<file path="config.mk">
export PLATFORM = sky130hd
export DESIGN_NAME = rmq_fifo
export DESIGN_NICKNAME = d
export VERILOG_FILES = /design/src/hdl/rmq_fifo.sv
export VERILOG_INCLUDE_DIRS = /design/src /design/src/hdl
export SDC_FILE = /design/constraint.sdc
export NUM_CORES = 1
export LEC_CHECK = 0
export ABC_CLOCK_PERIOD_IN_PS = 3100
export BUFFER_PORTS_ARGS = -buffer_cell sky130_fd_sc_hd__clkbuf_2
export CAP_MARGIN = 20
export CELL_PAD_IN_SITES_DETAIL_PLACEMENT = 1
export CELL_PAD_IN_SITES_GLOBAL_PLACEMENT = 1
export CORE_UTILIZATION = 40
export CTS_BUF_LIST = sky130_fd_sc_hd__clkbuf_8 sky130_fd_sc_hd__clkbuf_16
export DETAILED_ROUTE_END_ITERATION = 10
export GPL_ROUTABILITY_DRIVEN = 0
export GPL_TIMING_DRIVEN = 0
export PLACE_DENSITY_LB_ADDON = 0.1
export SLEW_MARGIN = 40
export SYNTH_ARGS = -nofsm -noshare
export SYNTH_HDL_FRONTEND = slang
export SYNTH_SLANG_ARGS = --single-unit
</file>
<file path="constraint.sdc">
create_clock -name clk -period 3.1 [get_ports clk]
set_input_delay 0.465 -clock clk [delete_from_list [all_inputs] [get_ports clk]]
set_output_delay 0.465 -clock clk [all_outputs]
set_load 0.02 [all_outputs]
</file>
<file path="src/hdl/rotation_matrix_to_quaternion_assert.svh">
// Assertion helpers shared by rmq_fifo and rmq_back.
`ifndef ROTATION_MATRIX_TO_QUATERNION_ASSERT_SVH
`define ROTATION_MATRIX_TO_QUATERNION_ASSERT_SVH

// Same-cycle implication, disabled during reset.
`define RMQ_ASSERT_NOW(label, clk, rst_n, ante, cons) \
	label: assert property (@(posedge clk) disable iff (!rst_n) (ante) |-> (cons)) \
		else $error("rmq assertion failed");

// Next-cycle implication, disabled during reset.
`define RMQ_ASSERT_NEXT(label, clk, rst_n, ante, cons) \
	label: assert property (@(posedge clk) disable iff (!rst_n) (ante) |=> (cons)) \
		else $error("rmq assertion failed");

`endif

</file>
<file path="src/hdl/rmq_fifo.sv">
`include "rotation_matrix_to_quaternion_assert.svh"

module rmq_fifo #(
	parameter int WIDTH      = 8,
	parameter int DEPTH_LOG2 = 2
) (
	input  logic             clk,
	input  logic             arst_n,
	input  logic             push,
	output logic             full,
	input  logic [WIDTH-1:0] wdata,
	input  logic             pop,
	output logic             empty,
	output logic [WIDTH-1:0] rdata
);

	localparam int DEPTH = 2 ** DEPTH_LOG2;

	logic [WIDTH-1:0]    mem_q [0:DEPTH-1];
	logic [DEPTH_LOG2:0] wr_q;
	logic [DEPTH_LOG2:0] rd_q;
	logic [DEPTH_LOG2:0] count;
	logic                do_push;
	logic                do_pop;

	assign count   = wr_q - rd_q;
	assign full    = (count == (DEPTH_LOG2+1)'(DEPTH));
	assign empty   = (count == '0);
	assign do_push = push && !full;
	assign do_pop  = pop && !empty;
	assign rdata   = mem_q[rd_q[DEPTH_LOG2-1:0]];

	always_ff @(posedge clk or negedge arst_n) begin
		if (!arst_n) begin
			wr_q <= '0;
			rd_q <= '0;
		end else begin
			if (do_push) begin
				wr_q <= wr_q + 1'b1;
			end
			if (do_pop) begin
				rd_q <= rd_q + 1'b1;
			end
		end
	end

	always_ff @(posedge clk) begin
		if (do_push) begin
			mem_q[wr_q[DEPTH_LOG2-1:0]] <= wdata;
		end
	end

	`RMQ_ASSERT_NOW(a_fifo_bound, clk, arst_n, 1'b1, count <= (DEPTH_LOG2+1)'(DEPTH))
	`RMQ_ASSERT_NEXT(a_fifo_fill, clk, arst_n, do_push && !do_pop, count == $past(count) + 1'b1)
	`RMQ_ASSERT_NEXT(a_fifo_drain, clk, arst_n, do_pop && !do_push, count == $past(count) - 1'b1)

endmodule

</file>
==> flow_metrics.py, run 1 <==
metrics = {
    "outcome": {
        "status": "finished clean",
    },
    "routing": {
        "wirelength_mm": 2.46,
        "ant_nets": 0,
        "viasPerCell": 4.92,
        "post_drt_wl_per_cell_um": 15.8,
        "route.detailed.drc": 0,
        "vias": 767,
        "firstDrtPassIters": 4,
        "drt_iter0_drc": 17,
    },
    "cts": {
        "numCtsBuffers": 5,
        "root_buffer": "clkbuf_8",
        "cts-resized-gates": 0,
        "htreeDepth": 2,
        "holdBufCountCts": 0,
        "cts.sinks": 38,
        "cts_tree": "yes",
        "cts_max_path_buffers": 2,
        "cts_setup_buffers": 0,
        "clkTransAtPathRegs_ns": 0.07,
        "clkLatencyLatePin_ns": 0.28,
    },
    "critical_path": {
        "worst_ep_required_time_ns": 2.63,
        "cp-end-kind": "output pin",
        "crit_fanout": 10,
        "path_delay_family": "buffers and inverters",
        "timing.rr.start": "rd_q[1]",
        "rr_worst_depth": 7,
        "critPathBufInv": 3,
        "r2r-end": "mem_q[1][0]",
        "rrSetupSlack_ns": 0.46,
        "critPathKind": "reg2out",
        "crit_chain": "clkbuf_1 -> inv_1 -> ha_1 -> nor2b_1 -> xnor2_4 -> nor2b_1 -> clkbuf_2",
        "critPathLaunchType": "flip-flop",
        "slowest_delay_ns": 0.47,
        "worst_path_max_delay_cell": "clkbuf_1",
        "crit_top_cell": "nor2b_1",
        "cp.arrival_ns": 2.28,
    },
    "power_and_ir_drop": {
        "comb_power_share_pct": 44.5,
        "p_seq_share_pct": 38.8,
        "powerDensity_nw_per_um2": 1070,
        "switchingPower_w": 0.000721,
        "intPower_w": 0.00127,
        "switching_share_pct": 36.3,
        "irDropWorstVdd_mv": 0.598,
        "pwr-share-clk_pct": 16.7,
        "power_w": 0.00199,
        "p_leak_nw": 0.701,
    },
    "final_layout": {
        "diodes": 0,
        "fin_util_pct": 49.6,
        "drive_above_1_share_pct": 39.8,
        "final_nets": 126,
        "filler_cell_count": 375,
        "area_growth_pct": 16.0,
    },
    "synthesis": {
        "synth_fp_nets": 98,
        "async_flop_share_pct": 15.8,
        "yosys_warnings": 0,
        "ys_seq_elements": 38,
        "syn-cell-area_um2": 1600,
        "synthFlopType": "edfxtp_1",
        "yosysSeqAreaShare_pct": 69.4,
        "syn_inst": 79,
        "synth_edf_count": 32,
        "ys_types": 21,
        "syn_avg_cell_area_um2": 20.3,
    },
    "floorplanning": {
        "initial_core_util_pct": 42.7,
        "coreArea_um2": 3740,
        "io_pins": 22,
        "die_x_um": 65.3,
        "die_h_um": 65.3,
        "core.rowCount": 22,
        "dieArea_um2": 4260,
    },
    "sta": {
        "setup_viol": 0,
        "fin_crit_ns": 2.74,
        "timing.hold.ws_ns": 0.00125,
        "finalMaxSlewViolations": 0,
        "tns_ns": 0,
        "rsz0062_at_grt": "no",
        "finalCritPeriodShare_pct": 88.4,
        "relSlewSlack_pct": 57.3,
        "fmax_mhz": 365,
        "hold_violations": 0,
        "tightestPinTransition_ns": 0.638,
        "fin_worst_skew_ns": 0.00576,
    },
    "placed_design": {
        "io_buffer_count": 21,
        "dp_hpwl_mm": 1.81,
    },
    "grt": {
        "grt_pass1_wl_mm": 3.94,
        "antenna_found_initial": 0,
        "track_usage_pct": 13.5,
        "grt.overflow.total": 0,
        "first_global_vias": 825,
        "grt_max_degree": 12,
    },
    "run": {
        "cap_viol_max_count": 0,
    },
    "hold_path": {
        "hold_class": "in2async",
    },
}
layout by cell type (no fill, tap or decap), types with 2 or more instances in the layout:
cell type  count
edfxtp_1      32
clkbuf_2      21
mux4_2         8
ha_1           7
clkbuf_8       6
dfrtp_1        6
inv_1          5
and2_1         3
xnor2_1        3
nand2_1        2
nor2b_1        2
kinds of logic after synthesis:
| logic type | Yosys count | synth area share [%] |
|---|---|---|
| AO/OA/AOI/OAI | 4 | 3.13 |
| adder cells (fa/ha/maj) | 7 | 5.47 |
| multiplexers | 10 | 12.9 |
| buffers and inverters | 6 | 1.48 |
| flip-flops | 38 | 69.4 |
| AND/OR/NAND/NOR | 8 | 2.66 |
| XOR/XNOR | 6 | 4.93 |
power by group through the flow:
stage | combinational [W] | sequential (W) | clock [W]
finish | 0.000885 | 0.000771 | 0.000332
global route | 0.000974 | 0.000785 | 0.000356
CTS | 0.000910 | 0.000775 | 0.000342
detailed placement | 0.000907 | 0.000785 | 0
global placement | 0.000897 | 0.000773 | 0
floorplan | 0.000705 | 0.000763 | 0
synthesized netlist by cell type, types with 2 or more instances:
cell type,count,area (um^2)
xnor2_1,3,26.3
nor2b_1,2,12.5
dfrtp_1,6,150
nand2_1,2,7.51
mux4_2,8,180
inv_1,4,15.0
edfxtp_1,32,961
and2_1,3,18.8
ha_1,7,87.6
stage by stage:
stage	instances	setup WS, ns	cell area [um^2]
finish	156	0.359	1860
CTS	156	0.287	1860
floorplan	79	0.902	1600
global placement	148	0.382	1770
detailed placement	148	0.400	1770
global route	156	0.162	1860
layout make-up:
type | count | area [um^2] | share of cell area, %
plain buffers | 2 | 8.76 | 0.472
multi-input cells | 35 | 465 | 25.1
flip-flops and latches | 38 | 1110 | 59.8
repair buffers | 21 | 105 | 5.66
well taps | 48 | 60.1 | 3.23
clock buffers | 6 | 82.6 | 4.45
clock inverters | 2 | 8.76 | 0.472
inverters | 4 | 15.0 | 0.809
registers in the layout (all words and copies together) (netlist names):
register,cells
mem_q,32
rd_q,3
wr_q,3
per-layer routing:
layer  track usage [%]  vias up  part of all wire (%)
met5                 0        -                     0
met4              6.52        0                   1.7
met3              3.13        4                   4.6
met2              23.3       20                    53
met1              15.6      387                    41
li1                  -      356                     -
worst max-delay path by stage:
stage             from           to  slack, ns  depth (start not counted)
2_1_floorplan  rd_q[1]         full       0.90                          6
3_3_place_gp   rd_q[1]  mem_q[0][5]       0.38                          7
3_5_place_dp   rd_q[1]  mem_q[1][5]       0.40                          7
4_1_cts        rd_q[1]         full       0.29                          7
5_1_grt        rd_q[1]         full       0.16                          7
6_report       rd_q[1]         full       0.36                          7
(Power assumes the default switching activity.)
==> run 2, diff against run 1 <==
Settings changed: ABC_AREA set to 1.
==> flow_metrics.py, run 2 <==
metrics = {
    "synthesis": {
        "syn_inst": 147,
        "synthFlopType": "edfxtp_1",
        "synth_edf_count": 32,
        "synth_area_leaders": "edfxtp_1 (57%), dfrtp_1 (8.9%), ha_1 (5.2%)",
        "synth_common_cells": "edfxtp_1 (32), nand2_1 (22), nor2_1 (19)",
        "yosys_warnings": 0,
        "syn_avg_cell_area_um2": 11.5,
        "synth_top_cell_area_share_pct": 57.0,
        "synth_area_leader_cell": "edfxtp_1",
        "async_flop_share_pct": 15.8,
        "ys_types": 19,
        "synth.most_common_cell": "edfxtp_1",
        "syn-cell-area_um2": 1690,
        "ys_seq_elements": 38,
        "yosysSeqAreaShare_pct": 65.9,
        "synth_fp_nets": 166,
    },
    "hold_path": {
        "hold_class": "in2reg",
    },
    "routing": {
        "firstDrtPassIters": 4,
        "drt_iter0_drc": 78,
        "ant_nets": 0,
        "vias": 1155,
        "route.detailed.drc": 0,
        "post_drt_wl_per_cell_um": 16.0,
        "wirelength_mm": 3.61,
        "viasPerCell": 5.11,
    },
    "cts": {
        "cts.sinks": 38,
        "clkTransAtPathRegs_ns": 0.07,
        "htreeDepth": 2,
        "clkLatencyLatePin_ns": 0.29,
        "cts_max_path_buffers": 2,
        "cts_setup_buffers": 0,
        "cts_tree": "yes",
        "numCtsBuffers": 5,
        "root_buffer": "clkbuf_8",
    },
    "placed_design": {
        "dp_hpwl_mm": 2.58,
        "place_area_um2": 1850,
        "io_buffer_count": 21,
        "dp_cells": 218,
        "detailedPlace.worstSlack_ns": 0.320,
    },
    "sta": {
        "fin_crit_ns": 2.65,
        "relSlewSlack_pct": 48.3,
        "tightestPinTransition_ns": 0.773,
        "tns_ns": 0,
        "rsz0062_at_grt": "no",
        "timing.final.ws_setup_ns": 0.449,
        "finalCritPeriodShare_pct": 85.5,
        "fin_worst_skew_ns": 0.00105,
        "setup_viol": 0,
        "hold_violations": 0,
        "fmax_mhz": 377,
        "finalMaxSlewViolations": 0,
    },
    "critical_path": {
        "cp.arrival_ns": 2.57,
        "crit_fanout": 10,
        "worst_ep_required_time_ns": 3.02,
        "critPathKind": "reg2reg",
        "cp-end-kind": "flip-flop",
        "critPathLaunchType": "flip-flop",
    },
    "grt": {
        "antenna_found_initial": 0,
        "grt.overflow.total": 0,
        "grt_max_degree": 12,
        "first_global_vias": 1244,
        "grt_pass1_wl_mm": 5.93,
        "track_usage_pct": 19.2,
    },
    "power_and_ir_drop": {
        "irDropWorstVdd_mv": 0.442,
        "p_leak_nw": 0.833,
        "powerDensity_nw_per_um2": 1080,
    },
    "run": {
        "cap_viol_max_count": 0,
    },
    "floorplanning": {
        "die_h_um": 66.9,
        "core.rowCount": 23,
        "io_pins": 22,
        "die_x_um": 66.9,
        "initial_core_util_pct": 41.8,
        "dieArea_um2": 4480,
        "coreArea_um2": 4030,
    },
    "outcome": {
        "status": "finished clean",
    },
    "final_layout": {
        "final_nets": 195,
        "stdcell_count": 226,
        "area_growth_pct": 15.4,
        "drive_above_1_share_pct": 24.4,
        "diodes": 0,
        "design_area_um2": 1940,
        "seqCellArea_um2": 1110,
        "multi_input_area_um2": 494,
        "mostFrequentLayoutCell": "edfxtp_1",
        "largest_reg_flops": 32,
        "filler_cell_count": 456,
        "final_cell_mix": "edfxtp_1 (32), clkbuf_2 (22), nand2_1 (22), nor2_1 (18), o21ai_0 (16)",
    },
}
==> run 2: power breakdown <==
group	internal, W	switching, W	total [W]	leakage [nW]
sequential	0.000704	0.0000633	0.000767	0.367
combinational	0.000314	0.000694	0.00101	0.423
clock	0.000151	0.000166	0.000317	0.0438
total	0.00117	0.000924	0.00209	0.833
==> run 2: area by class of cell <==
| cell class | instances | area share (%) |
|---|---|---|
| clock inverters | 2 | 0.515 |
| plain buffers | 4 | 1.16 |
| well taps | 50 | 3.22 |
| multi-input cells | 89 | 25.4 |
| repair buffers | 22 | 5.92 |
| inverters | 16 | 3.09 |
| clock buffers | 5 | 3.54 |
| flip-flops and latches | 38 | 57.1 |
==> run 2: repair_timing <==
item                                    in CTS  in global routing
hold endpoints to repair                     3                  0
endpoints found under the setup margin       0                  0
hold buffers                                 1                  0
gates resized for setup                      0                  0
==> run 2: metrics by stage <==
| stage | hold slack, ns | util, % | total power [W] |
|---|---|---|---|
| finish | 0.395 | 48.3 | 0.00209 |
| global route | 0.394 | 48.3 | 0.00228 |
| CTS | 0.386 | 48.2 | 0.00213 |
| detailed placement | 0.313 | 46.0 | 0.00180 |
| global placement | 0.305 | 46.0 | 0.00175 |
| floorplan | 0.169 | - | 0.00148 |
==> run 2: critical path: stages, from the launching register on <==
cell,delay (ns)
dfrtp_1,0.38
clkbuf_2,0.19
inv_1,0.25
ha_1,0.32
a21oi_1,0.25
nand2_2,0.10
nand3_4,0.11
nand2_4,0.08
nor2_1,0.59
==> run 2: per-layer routing <==
| layer | share of wire [%] | up-vias | wire length (um) | GRT usage [%] |
|---|---|---|---|---|
| met5 | 0 | - | 0 | 0 |
| li1 | - | 556 | - | - |
| met1 | 43 | 577 | 1570 | 23.2 |
| met2 | 52 | 17 | 1870 | 31.9 |
| met4 | 1.8 | 0 | 66 | 9.57 |
| met3 | 2.8 | 5 | 100 | 4.11 |
==> run 2: worst paths after layout <==
kind | from | endpoint | slack (ns) | depth (start not counted)
max reg2reg | rd_q[1] | mem_q[2][4] | 0.45 | 8
min in group asynchronous | arst_n | wr_q[0] | 0.54 | 2
max | rd_q[1] | mem_q[2][4] | 0.45 | 8
min reg2reg | wr_q[2] | wr_q[2] | 0.53 | 2
min | wdata[4] | mem_q[1][4] | 0.40 | 1
max in group asynchronous | arst_n | rd_q[1] | 2.40 | 2
==> run 2: cell families after synthesis <==
logic type      count (synthesis)  share of synthesized area, %
xor+xnor                        1                         0.520
buf+inv                        20                          4.90
fa+ha+maj                       7                          5.20
compound gates                 25                          8.02
simple gates                   56                          15.4
flops                          38                          65.9
